**src/ahsv_pkg.sv**
```systemverilog
// ----------------------------------------------------------------------------
// ahsv_pkg
// Shared types and constants of the harmonic sine voice: envelope stages,
// register map, register reset values and the configuration bundles.
// ----------------------------------------------------------------------------
`default_nettype none

package ahsv_pkg;

   localparam int PHASE_BITS_DEFAULT     = 32;
   localparam int SINE_ADDR_BITS_DEFAULT = 10;

   localparam int ENV_BITS    = 25;
   localparam int STAGE_BITS  = 3;
   localparam int STEP_BITS   = 31;
   localparam int SAMPLE_BITS = 16;

   // An item in the queue carries the phase plus level, stage and block mark.
   localparam int ENTRY_EXTRA_BITS = ENV_BITS + STAGE_BITS + 1;

   localparam int QUEUE_DEPTH    = 4;
   localparam int QUEUE_PTR_BITS = 2;

   localparam int CSR_ADDR_BITS = 5;
   localparam int CSR_DATA_BITS = 32;

   localparam logic [ENV_BITS-1:0] FULL_SCALE = 25'd16777216;

   localparam logic [16:0]         OUTPUT_GAIN_RESET    = 17'd65536;
   localparam logic [15:0]         HARMONIC2_GAIN_RESET = 16'd0;
   localparam logic [15:0]         HARMONIC3_GAIN_RESET = 16'd0;
   localparam logic [ENV_BITS-1:0] ATTACK_STEP_RESET    = 25'd16777;
   localparam logic [ENV_BITS-1:0] DECAY_STEP_RESET     = 25'd16777;
   localparam logic [ENV_BITS-1:0] SUSTAIN_LEVEL_RESET  = 25'd11744051;
   localparam logic [ENV_BITS-1:0] RELEASE_STEP_RESET   = 25'd16777;
   localparam logic [ENV_BITS-1:0] FADE_STEP_RESET      = 25'd33554;

   typedef enum logic [2:0] {
      REG_OUTPUT_GAIN    = 3'd0,
      REG_HARMONIC2_GAIN = 3'd1,
      REG_HARMONIC3_GAIN = 3'd2,
      REG_ATTACK_STEP    = 3'd3,
      REG_DECAY_STEP     = 3'd4,
      REG_SUSTAIN_LEVEL  = 3'd5,
      REG_RELEASE_STEP   = 3'd6,
      REG_FADE_STEP      = 3'd7
   } reg_index_type;

   typedef enum logic [STAGE_BITS-1:0] {
      STAGE_IDLE    = 3'd0,
      STAGE_ATTACK  = 3'd1,
      STAGE_DECAY   = 3'd2,
      STAGE_SUSTAIN = 3'd3,
      STAGE_RELEASE = 3'd4,
      STAGE_FADE    = 3'd5
   } stage_type;

   typedef struct packed {
      logic [ENV_BITS-1:0] attack_step;
      logic [ENV_BITS-1:0] decay_step;
      logic [ENV_BITS-1:0] sustain_level;
      logic [ENV_BITS-1:0] release_step;
      logic [ENV_BITS-1:0] fade_step;
   } env_cfg_type;

   typedef struct packed {
      logic [16:0] output_gain;
      logic [15:0] harmonic2_gain;
      logic [15:0] harmonic3_gain;
   } mix_cfg_type;

endpackage

`default_nettype wire

```
**src/ahsv_front.sv**
```systemverilog
// ----------------------------------------------------------------------------
// ahsv_front
// Accepts sample ticks, runs the envelope state machine and the phase
// accumulator, and pushes one work entry per tick into the queue.
// ----------------------------------------------------------------------------
`default_nettype none

module ahsv_front #(
   parameter int PHASE_BITS = ahsv_pkg::PHASE_BITS_DEFAULT
) (
   input  wire logic                                  clock,
   input  wire logic                                  reset,
   input  wire logic                                  req_valid,
   output logic                                       req_stall,
   input  wire logic                                  req_note_on,
   input  wire logic                                  req_fade_start,
   input  wire logic [ahsv_pkg::STEP_BITS-1:0]        req_phase_step,
   input  wire logic                                  req_block_end,
   input  wire ahsv_pkg::env_cfg_type                 env_cfg,
   input  wire logic                                  queue_full,
   output logic                                       push,
   output logic [PHASE_BITS+ahsv_pkg::ENTRY_EXTRA_BITS-1:0] push_data
);

   localparam int SUM_BITS = PHASE_BITS + ahsv_pkg::STEP_BITS;

   logic [PHASE_BITS-1:0]             phase_ff;
   logic [PHASE_BITS-1:0]             phase_in;
   logic [ahsv_pkg::ENV_BITS-1:0]     level_ff;
   logic [ahsv_pkg::ENV_BITS-1:0]     level_in;
   ahsv_pkg::stage_type               stage_ff;
   ahsv_pkg::stage_type               stage_in;

   ahsv_pkg::stage_type               stage_start;
   ahsv_pkg::stage_type               stage_eff;
   logic [ahsv_pkg::ENV_BITS-1:0]     fall_step;
   logic [ahsv_pkg::ENV_BITS-1:0]     fall_floor;
   logic signed [ahsv_pkg::ENV_BITS+1:0] fall_diff;
   logic                              at_floor;
   logic [ahsv_pkg::ENV_BITS:0]       rise;
   logic                              rise_full;
   logic [SUM_BITS-1:0]               phase_sum;
   logic                              accept;

   assign req_stall = queue_full;
   assign accept    = req_valid && !queue_full;
   assign push      = accept;

   assign stage_start = req_fade_start ? ahsv_pkg::STAGE_FADE : stage_ff;

   always_comb begin
      if (stage_start == ahsv_pkg::STAGE_FADE) begin
         stage_eff = ahsv_pkg::STAGE_FADE;
      end else if (req_note_on && stage_start == ahsv_pkg::STAGE_IDLE) begin
         stage_eff = ahsv_pkg::STAGE_ATTACK;
      end else if (!req_note_on && stage_start != ahsv_pkg::STAGE_IDLE &&
                   stage_start != ahsv_pkg::STAGE_RELEASE) begin
         stage_eff = ahsv_pkg::STAGE_RELEASE;
      end else begin
         stage_eff = stage_start;
      end
   end

   always_comb begin
      case (stage_eff)
         ahsv_pkg::STAGE_FADE: begin
            fall_step  = env_cfg.fade_step;
            fall_floor = '0;
         end
         ahsv_pkg::STAGE_DECAY: begin
            fall_step  = env_cfg.decay_step;
            fall_floor = env_cfg.sustain_level;
         end
         default: begin
            fall_step  = env_cfg.release_step;
            fall_floor = '0;
         end
      endcase
   end

   assign fall_diff = $signed({2'b00, level_ff}) - $signed({2'b00, fall_step});
   assign at_floor  = fall_diff <= $signed({2'b00, fall_floor});
   assign rise      = {1'b0, level_ff} + {1'b0, env_cfg.attack_step};
   assign rise_full = rise >= {1'b0, ahsv_pkg::FULL_SCALE};

   always_comb begin
      case (stage_eff)
         ahsv_pkg::STAGE_FADE:    stage_in = at_floor ? ahsv_pkg::STAGE_IDLE
                                                      : ahsv_pkg::STAGE_FADE;
         ahsv_pkg::STAGE_ATTACK:  stage_in = rise_full ? ahsv_pkg::STAGE_DECAY
                                                       : ahsv_pkg::STAGE_ATTACK;
         ahsv_pkg::STAGE_DECAY:   stage_in = at_floor ? ahsv_pkg::STAGE_SUSTAIN
                                                      : ahsv_pkg::STAGE_DECAY;
         ahsv_pkg::STAGE_SUSTAIN: stage_in = ahsv_pkg::STAGE_SUSTAIN;
         ahsv_pkg::STAGE_RELEASE: stage_in = at_floor ? ahsv_pkg::STAGE_IDLE
                                                      : ahsv_pkg::STAGE_RELEASE;
         default:                 stage_in = ahsv_pkg::STAGE_IDLE;
      endcase
   end

   always_comb begin
      case (stage_eff)
         ahsv_pkg::STAGE_FADE,
         ahsv_pkg::STAGE_DECAY,
         ahsv_pkg::STAGE_RELEASE: begin
            level_in = at_floor ? fall_floor : fall_diff[ahsv_pkg::ENV_BITS-1:0];
         end
         ahsv_pkg::STAGE_ATTACK: begin
            level_in = rise_full ? ahsv_pkg::FULL_SCALE : rise[ahsv_pkg::ENV_BITS-1:0];
         end
         ahsv_pkg::STAGE_SUSTAIN: begin
            level_in = env_cfg.sustain_level;
         end
         default: begin
            level_in = level_ff;
         end
      endcase
   end

   assign phase_sum = {{ahsv_pkg::STEP_BITS{1'b0}}, phase_ff} +
                      {{PHASE_BITS{1'b0}}, req_phase_step};
   assign phase_in  = phase_sum[PHASE_BITS-1:0];

   assign push_data = {phase_ff, level_in, stage_in, req_block_end};

   always_ff @(posedge clock) begin
      if (reset) begin
         phase_ff <= '0;
         level_ff <= '0;
         stage_ff <= ahsv_pkg::STAGE_IDLE;
      end else if (accept) begin
         phase_ff <= phase_in;
         level_ff <= level_in;
         stage_ff <= stage_in;
      end
   end

endmodule

`default_nettype wire

```
**config.mk**
```make
export PLATFORM = sky130hd
export DESIGN_NAME = ahsv_front
export DESIGN_NICKNAME = d
export VERILOG_FILES = /design/src/ahsv_pkg.sv /design/src/ahsv_front.sv
export SDC_FILE = /design/constraint.sdc
export NUM_CORES = 1
export LEC_CHECK = 0
export BUFFER_PORTS_ARGS = -buffer_cell sky130_fd_sc_hd__buf_2
export CAP_MARGIN = 5
export CORE_MARGIN = 1.5
export CORE_UTILIZATION = 35
export CTS_CLUSTER_DIAMETER = 150
export CTS_CLUSTER_SIZE = 25
export DETAILED_ROUTE_END_ITERATION = 8
export SYNTH_ARGS = -nofsm -noshare
export SYNTH_HDL_FRONTEND = slang
export SYNTH_SLANG_ARGS = --single-unit
```
**constraint.sdc**
```tcl
create_clock -name clock -period 6.6 [get_ports clock]
set_input_delay 0.33 -clock clock [delete_from_list [all_inputs] [get_ports clock]]
set_output_delay 0.33 -clock clock [all_outputs]
set_load 0.005 [all_outputs]
```
**Yosys cells after proc, flatten, opt, wreduce, memory -nomap -nowiden**

Cells that the tools add are included.
Widths: inputs -> output; s select.

- Mux-type cells: 14
- Multipliers: 0
- Reductions and logical operators: 9
- $lt $le $gt $ge: 2
- Div/mod/pow operators: 0
- Shifts and indexed selects: 0
- Add/subtract/negate cells: 3
- Bitwise gates (word level): 0
- Equal/unequal tests: 7

Operators with widths:

| operator | count |
|---|---|
| $mux 25 | 3 |
| $pmux 25 s3 | 1 |
| $pmux 25 s2 | 1 |
| $add 32x31->32 | 1 |
| $add 25x25->26 | 1 |
| $ge 26x25->1 const B | 1 |
| $le 26x26->1 | 1 |
| $sub 25x25->26 | 1 |
| $mux 3 | 6 |
| $pmux 3 s5 | 1 |
| $eq 3x3->1 const B | 3 |
| $eq 3x2->1 const B | 2 |
| $logic_and 1x1->1 | 4 |
| $eq 3x1->1 const B | 1 |
| $logic_not 3->1 | 1 |
| $ne 3x3->1 const B | 1 |
| $reduce_bool 3->1 | 1 |
| $reduce_or 3->1 | 1 |
| $logic_not 1->1 | 2 |
| $mux 2 | 1 |
| $mux 1 | 1 |

- Input port bits: 163
- Memories kept: 0
- Output and inout port bits: 63
- Latch bits: 0
- RAM bits: 0
- Logic and storage cells: 38
- Flip-flop bits (word level): 60
- Bits in read-only memories: 0

**Logic depth before layout (Yosys ltp)**

Gate-level depths: netlist (run 1).

- Depth after elaboration: 13
- Mapped depth: 30
- Gate-level depth less buffers: 26

**Worst setup path after synthesis (run 1)**

OpenSTA, ideal clock, no wires.

- Kind: reg-to-output
- From: register stage_ff[2]
- To: output push_data[20] in the netlist's numbering
- Required time: 6.270 ns
- Cell stages (with the launch flop): 28
- Arrival time: 5.853 ns
- Setup slack: 0.417 ns
- Buffers on the path: 4
- Cell sequence: dfxtp_1 > nor2_1 > nand3_1 > nor2_1 > buf_2 > clkbuf_1 > clkbuf_1 > a22o_1 > a21oi_1 > ha_1 > a21o_1 > or3_1 > o21ba_1 > a211oi_2 > o21ba_2 > mux2_1 > or2_2 > ha_1 > a21o_1 > a21oi_1 > o221ai_1 > a2bb2oi_1 > o21ai_0 > nor3b_2 > buf_4 > a21oi_1 > o21a_1 > a21oi_1

- Cells in the longest elaborated chain, start to end: 13
- Elaborated cells on any way between the ends: 23
- Those cells by class: 1 x add/sub; 1 x order compare; 7 x eq/ne; 8 x mux; 6 x reduce/logical

Ends and longest elaborated chain:

| element | RTL line | source |
|---|---|---|
| start: declaration | ahsv_front.sv:31 | `ahsv_pkg::stage_type stage_ff;` |
| start signal: assignment | ahsv_front.sv:130 | `stage_ff <= ahsv_pkg::STAGE_IDLE;` |
| start signal: assignment | ahsv_front.sv:134 | `stage_ff <= stage_in;` |
| $mux 3 * | ahsv_front.sv:49 | `assign stage_start = req_fade_start ? ahsv_pkg::STAGE_FADE : stage_ff;` |
| $reduce_bool 3->1 | ahsv_front.sv:56 | `end else if (!req_note_on && stage_start != ahsv_pkg::STAGE_IDLE &&` |
| $logic_and 1x1->1 (2 in series) | ahsv_front.sv:56 |  |
| $mux 3 | ahsv_front.sv:56 |  |
| $mux 3 | ahsv_front.sv:54 | `end else if (req_note_on && stage_start == ahsv_pkg::STAGE_IDLE) begin` |
| $mux 3 * | ahsv_front.sv:52 | `if (stage_start == ahsv_pkg::STAGE_FADE) begin` |
| $eq 3x2->1 / $eq 3x3->1 (equally long branches) | ahsv_front.sv:65, ahsv_front.sv:102 |  |
| $pmux 25 s2 | ahsv_front.sv:65 | `case (stage_eff)` |
| $sub 25x25->26 | ahsv_front.sv:81 | `assign fall_diff = $signed({2'b00, level_ff}) - $signed({2'b00, fall_step});` |
| $le 26x26->1 | ahsv_front.sv:82 | `assign at_floor = fall_diff <= $signed({2'b00, fall_floor});` |
| $mux 25 | ahsv_front.sv:106 | `level_in = at_floor ? fall_floor : fall_diff[ahsv_pkg::ENV_BITS-1:0];` |
| $pmux 25 s3 * | ahsv_front.sv:102 | `case (stage_eff)` |
| end: declaration | ahsv_front.sv:22 | `output logic [PHASE_BITS+ahsv_pkg::ENTRY_EXTRA_BITS-1:0] push_data` |

Every way passes the cells marked *; elsewhere a longest branch is shown, timed or not.

**Final worst setup path (run 1)**

- From: register stage_ff[2]
- To: output push_data[27] in the netlist's numbering

Same word-level chain as after synthesis.

==> flow_summary.json, run 1 <==
{
  "status": "complete, no violations",
  "combinationalPowerShare": 0.496,
  "hp-class": "input pin to flip-flop",
  "setup_viol": 0,
  "synth_ff_type": "dfxtp_1",
  "rsz0062_at_grt": "false",
  "hold_ws_ns": 0.3484,
  "grt_pass1_wl_um": 44540,
  "crit_path_end_kind": "output port",
  "antenna_found_initial": 3,
  "worst_slew_pin_slew_ns": 0.9518,
  "p_int_mw": 1.057,
  "gp_congestion": 0.9583,
  "drt_wl_total_um": 28550,
  "port_buffers": 223,
  "worstSetupStartpoint": "stage_ff[2]",
  "r2r_setup_slack_ns": 0.95,
  "p_clk_frac": 0.267,
  "finalCriticalPeriod_ns": 6.303,
  "clkTransAtPathRegs_ns": 0.05,
  "nets": 1575,
  "dr.pass1.iters": 7,
  "hpwl_um": 22480,
  "grt.overflow.total": 0,
  "layout.cells.non_filler": 1594,
  "p_sw_frac": 0.4027,
  "min_path_cells": 3,
  "max_stage_delay_ns": 0.37,
  "drc_errors": 0,
  "placedCellCount": 1573,
  "p_sw_mw": 0.7130,
  "required_ns": 6.27,
  "initialDrtViolationCount": 610,
  "p_seq_frac": 0.237,
  "final.setup_skew_ns": 0.005234,
  "synthCells": 1098,
  "multi_input_area_um2": 6452,
  "start_util": 0.3550,
  "synth_edf_count": 0,
  "layout_common_cells": "buf_2 (223), a21oi_1 (163), nand2_1 (120)",
  "r2r_cells": 24,
  "cts_buffer_depth": 2,
  "rows": 55,
  "final_common_cell": "buf_2",
  "ys_seq_area_frac": 0.1504,
  "synth_cell_types": 77,
  "power_mw": 1.770,
  "cap_violations": 0,
  "p_per_area_nw_per_um2": 181.5,
  "dieHeight_um": 154.1,
  "fillCellCount": 2408,
  "fmax_mhz": 158.7,
  "clock_sinks": 60,
  "p_leak_nw": 4.616,
  "htreeDepth": 3,
  "grt_pass1_vias": 8541,
  "path_class": "flip-flop to output port",
  "ant_nets": 0,
  "cts_tree": "built",
  "drive_gt1_frac": 0.2332,
  "synth_fp_nets": 1370,
  "vdd_ir_drop_max_v": 0.0001179,
  "chipWidth_um": 154.1,
  "cpMostUsedCell": "a21o_1",
  "r2r-end": "level_ff[23]",
  "ys_warn_count": 0,
  "cts_root_buffer": "clkbuf_16",
  "die_area_um2": 23740,
  "avgSynthCellArea_um2": 7.276,
  "synth_area_um2": 7989,
  "cp-start-kind": "flip-flop",
  "critPathMaxFanout": 26,
  "clock_latency_ns": 0.34,
  "grt_start_max_net_pins": 49,
  "crit_path_end": "push_data[27]",
  "core_area_um2": 22500,
  "r2r-start": "stage_ff[2]",
  "finalHoldViolations": 0,
  "io_pins": 226,
  "cts_buffers": 9,
  "regArea_um2": 1204,
  "track_usage": 0.2365,
  "critPathSlowestCell": "o32a_1",
  "via_per_inst": 5.641,
  "area_growth_pct": 22.07,
  "routedWlPerCell_um": 17.91,
  "crit_arrival_ns": 5.97,
  "fin_util": 0.4334,
  "async_flop_share": 0,
  "vias": 8992,
  "ys_ff_latch": 60,
  "tns_ns": 0,
  "max-slew-margin-rel": 0.3654,
  "slew_violations": 0,
  "finalCritPeriodShare": 0.9549
}
==> cell families (layout without fill, tap and decap cells) <==
group	after synthesis	after routing	synth area share
AOI/OAI and AO/OA	437	437	0.3621
xor gates and xnor gates	65	65	0.07126
adders and majority gates	109	109	0.1735
buffers and inverters	92	302	0.04965
DFF	60	60	0.1504
muxes	2	2	0.002819
other	0	1	0
and+or+nand+nor	333	333	0.1903
==> flip-flops by register name, indices dropped and copies added, names as in the netlist <==
signal / count
phase_ff: 32
level_ff: 25
stage_ff: 3
==> synth_stat cells, types with 8 or more instances <==
cell,count,area [um^2]
a211oi_1,18,135.1
o21a_1,23,172.7
o21bai_1,8,60.06
a21o_1,26,195.2
dfxtp_1,60,1201
clkbuf_1,39,146.4
xnor2_1,41,359.1
nand3_1,32,160.2
ha_1,106,1326
nand2_1,120,450.4
a31oi_1,18,112.6
inv_1,39,146.4
a21oi_1,163,815.8
nand2b_1,14,87.58
nor2_1,92,345.3
nand4_1,13,81.33
o221a_2,9,101.4
o21ai_0,47,235.2
nor3_1,14,70.07
xor2_1,24,210.2
o22ai_1,9,56.30
and3_1,16,100.1
a22o_1,24,210.2
o211ai_1,21,157.7
==> stage by stage <==
stage | area [um^2] | setup WS [ns]
3_5_place_dp | 9368 | 0.2321
3_3_place_gp | 9368 | 0.3231
6_report | 9752 | 0.2974
2_1_floorplan | 7989 | 0.4172
4_1_cts | 9676 | 0.01650
5_1_grt | 9749 | 0.01511
==> power by group through the flow <==
stage	sequential [mW]	combinational, mW	clock [mW]
after floorplan	0.417	0.599	0
after global routing	0.424	0.980	0.495
after CTS	0.419	0.861	0.480
after global placement	0.426	0.853	0
final	0.420	0.878	0.473
after detailed placement	0.426	0.854	0
==> worst max-delay path: cells and delay by family, from the launching register on <==
family	cells	cell delay, ns
flops	1	0.34
compound gates	14	2.72
fa+ha+maj	2	0.57
simple gates	5	1.13
mux	1	0.33
buf+inv	3	0.51
==> layer usage <==
| layer | GRT usage | up-vias | routed length [um] |
|---|---|---|---|
| met5 | 0 | - | 19 |
| met4 | 0.07767 | 4 | 633 |
| met3 | 0.04594 | 37 | 2013 |
| met2 | 0.3952 | 312 | 13050 |
| met1 | 0.3047 | 4122 | 12830 |
| li1 | - | 4517 | - |
==> cell type report <==
| cell class | instances | area share |
|---|---|---|
| Multi-Input combinational cell | 946 | 0.6617 |
| Clock buffer | 11 | 0.02386 |
| Timing Repair Buffer | 246 | 0.1334 |
| Inverter | 40 | 0.01540 |
| Antenna cell | 1 | 0.0002566 |
| Sequential cell | 60 | 0.1234 |
| Clock inverter | 5 | 0.005389 |
| Tap cell | 285 | 0.03657 |
==> worst min path at each step <==
stage	start	to	slack, ns
after floorplan	phase_ff[10]	phase_ff[10]	0.46
after global placement	phase_ff[14]	phase_ff[14]	0.46
after detailed placement	phase_ff[6]	phase_ff[6]	0.46
after CTS	req_phase_step[0]	phase_ff[0]	0.36
after global routing	env_cfg[71]	level_ff[21]	0.37
final	env_cfg[71]	level_ff[21]	0.35
==> timing repair <==
action,4_1_cts,5_1_grt
endpoints found under the hold margin,0,0
endpoints found under the setup margin,3,26
pin swaps,1,6
hold buffers,0,0
buffers inserted,3,1
gates resized for setup,0,17
(Power assumes the default switching activity.)
==> run 2: changes to the inputs <==
Settings changed: CTS_BUF_LIST set to sky130_fd_sc_hd__clkbuf_16, TNS_END_PERCENT set to 10.
==> run 2 against run 1 <==
Compared with the run above:
- clock power barely moved
- setup slack got worse by 0.032 ns
- global-route usage did not move
- clock-buffer cell count fell by 2
- combinational power barely moved
- critical path depth did not move
- utilization barely moved
- sequential power barely moved
- sequential share of layout area barely moved
- critical path type unchanged
==> flow_summary.json, run 2 (synthesis gave the netlist of run 1 again) <==
{
  "rows": 55,
  "routedWlPerCell_um": 17.93,
  "initialDrtViolationCount": 587,
  "htreeDepth": 3,
  "fillCellCount": 2410,
  "top_regs": "phase_ff (32), level_ff (25), stage_ff (3)",
  "ant_nets": 0,
  "nets": 1574,
  "p_per_area_nw_per_um2": 181.4,
  "crit_path_end_kind": "output port",
  "p_leak_nw": 4.620,
  "max_stage_delay_ns": 0.37,
  "clock_latency_ns": 0.34,
  "drt_wl_total_um": 28560,
  "slew_violations": 0,
  "worst_slew_pin_slew_ns": 0.9804,
  "vias": 9006,
  "finalHoldViolations": 0,
  "grt.overflow.total": 0,
  "hp-class": "input pin to flip-flop",
  "clock_sinks": 60,
  "crit_arrival_ns": 6.00,
  "grt_start_max_net_pins": 49,
  "cts_root_buffer": "clkbuf_16",
  "via_per_inst": 5.653,
  "start_util": 0.3550,
  "cap_violations": 0,
  "cp-start-kind": "flip-flop",
  "top_layer": "met5",
  "grt_pass1_wl_um": 44540,
  "rsz0062_at_grt": "true",
  "wl_met3_um": 2013,
  "dr.pass1.iters": 5,
  "max-slew-margin-rel": 0.3464,
  "layout_common_cells": "buf_2 (223), a21oi_1 (163), nand2_1 (120)",
  "hold_ws_ns": 0.3518,
  "wl_met1_um": 12900,
  "fin_ws_ns": 0.2652,
  "core_area_um2": 22500,
  "required_ns": 6.27,
  "port_buffers": 223,
  "fmax_mhz": 157.9,
  "clkTransAtPathRegs_ns": 0.05,
  "critPathTopFamily": "compound AO/OA/AOI/OAI gates",
  "drc_errors": 0,
  "critPathSlowestCell": "o32a_1",
  "cpMostUsedCell": "a21o_1",
  "critPathMaxFanout": 26,
  "drive_gt1_frac": 0.2334,
  "status": "complete, no violations",
  "wl_met2_um": 12970,
  "path_class": "flip-flop to output port",
  "die_area_um2": 23740,
  "antenna_found_initial": 3,
  "area_growth_pct": 22.04,
  "vdd_ir_drop_max_v": 0.0001198,
  "cts_tree": "built",
  "setup_viol": 0,
  "final.setup_skew_ns": 0.005149,
  "dieHeight_um": 154.1,
  "chipWidth_um": 154.1,
  "regMostFlops": "phase_ff",
  "cts_buffer_depth": 2,
  "largest_reg_flops": 32,
  "finalCritPeriodShare": 0.9598,
  "finalCriticalPeriod_ns": 6.335,
  "track_usage": 0.2365,
  "io_pins": 226,
  "final_common_cell": "buf_2",
  "grt_pass1_vias": 8541,
  "pre_cts_slack_ns": 0.2321,
  "cts-hold-fix-buffers": 0,
  "crit_buf_inv": 3,
  "hpwl_um": 22480,
  "gp_congestion": 0.9583,
  "cts_buffers": 9
}
## run 2: cell types whose count changed in the layout (fill, tap and decap cells not counted), sizes merged
cell,change
buf,-1
clkbuf,-2
inv,+2
## run 2: repair_timing
action / 4_1_cts / 5_1_grt
resized for setup: 0 / 18
setup buffers: 3 / 0
setup endpoints to repair: 3 / 26
pin swaps: 1 / 6
hold endpoints to repair: 0 / 0
## run 2: cell type report
type / count / area (um^2) / share of cell area
sequential: 60 / 1204 / 0.1235
tap: 285 / 356.6 / 0.03658
inverter: 40 / 150.1 / 0.01540
antenna: 1 / 2.502 / 0.0002567
timing repair buffer: 245 / 1294 / 0.1327
clock inverter: 7 / 60.06 / 0.006160
clock buffer: 9 / 225.2 / 0.02310
multi-input combinational: 946 / 6457 / 0.6623
## run 2: through the flow
stage | TNS [ns] | utilization | total power [mW] | instance area [um^2] | std cells
after floorplan | 0 | - | 1.016 | 7989 | 1098
after global placement | 0 | 0.4163 | 1.279 | 9368 | 1573
after detailed placement | 0 | 0.4163 | 1.281 | 9368 | 1573
after CTS | 0 | 0.4300 | 1.757 | 9676 | 1592
after global routing | -0.01919 | 0.4331 | 1.895 | 9747 | 1592
final | 0 | 0.4333 | 1.769 | 9749 | 1593
## run 2: power breakdown
part | switching [mW] | internal, mW
Sequential | 0.0314 | 0.389
Clock | 0.183 | 0.287
Combinational | 0.501 | 0.378
## run 2: worst reg2reg max path, cell delays in order, from the launching register on
cell and delay (ns):
dfxtp_2 0.34, nor2b_2 0.16, a21o_1 0.26, buf_12 0.19
a22o_1 0.24, a21oi_1 0.12, ha_1 0.29, a21o_1 0.18
or3_1 0.33, o21ba_1 0.23, a211oi_2 0.27, o21ba_2 0.19
mux2_1 0.33, or2_2 0.30, ha_1 0.30, a21o_1 0.11
a21oi_1 0.07, o221ai_2 0.19, a2bb2oi_1 0.17, o21ai_1 0.13
or2_1 0.25, buf_4 0.19, o32a_1 0.37, a211oi_2 0.23
a211oi_1 0.10
## run 2: worst paths after layout
check | start | endpoint | slack [ns] | depth (start not counted)
worst max register to register | stage_ff[2] | level_ff[23] | 0.91 | 24
worst min register to register | phase_ff[6] | phase_ff[6] | 0.47 | 2
worst max-delay path | stage_ff[2] | push_data[27] | 0.27 | 25
worst min-delay path | env_cfg[71] | level_ff[21] | 0.35 | 3
## run 2: metal layers
metal,track usage,up-vias
met3,0.04594,40
met2,0.3952,321
met5,0,-
li1,-,4518
met4,0.07767,4
met1,0.3047,4123
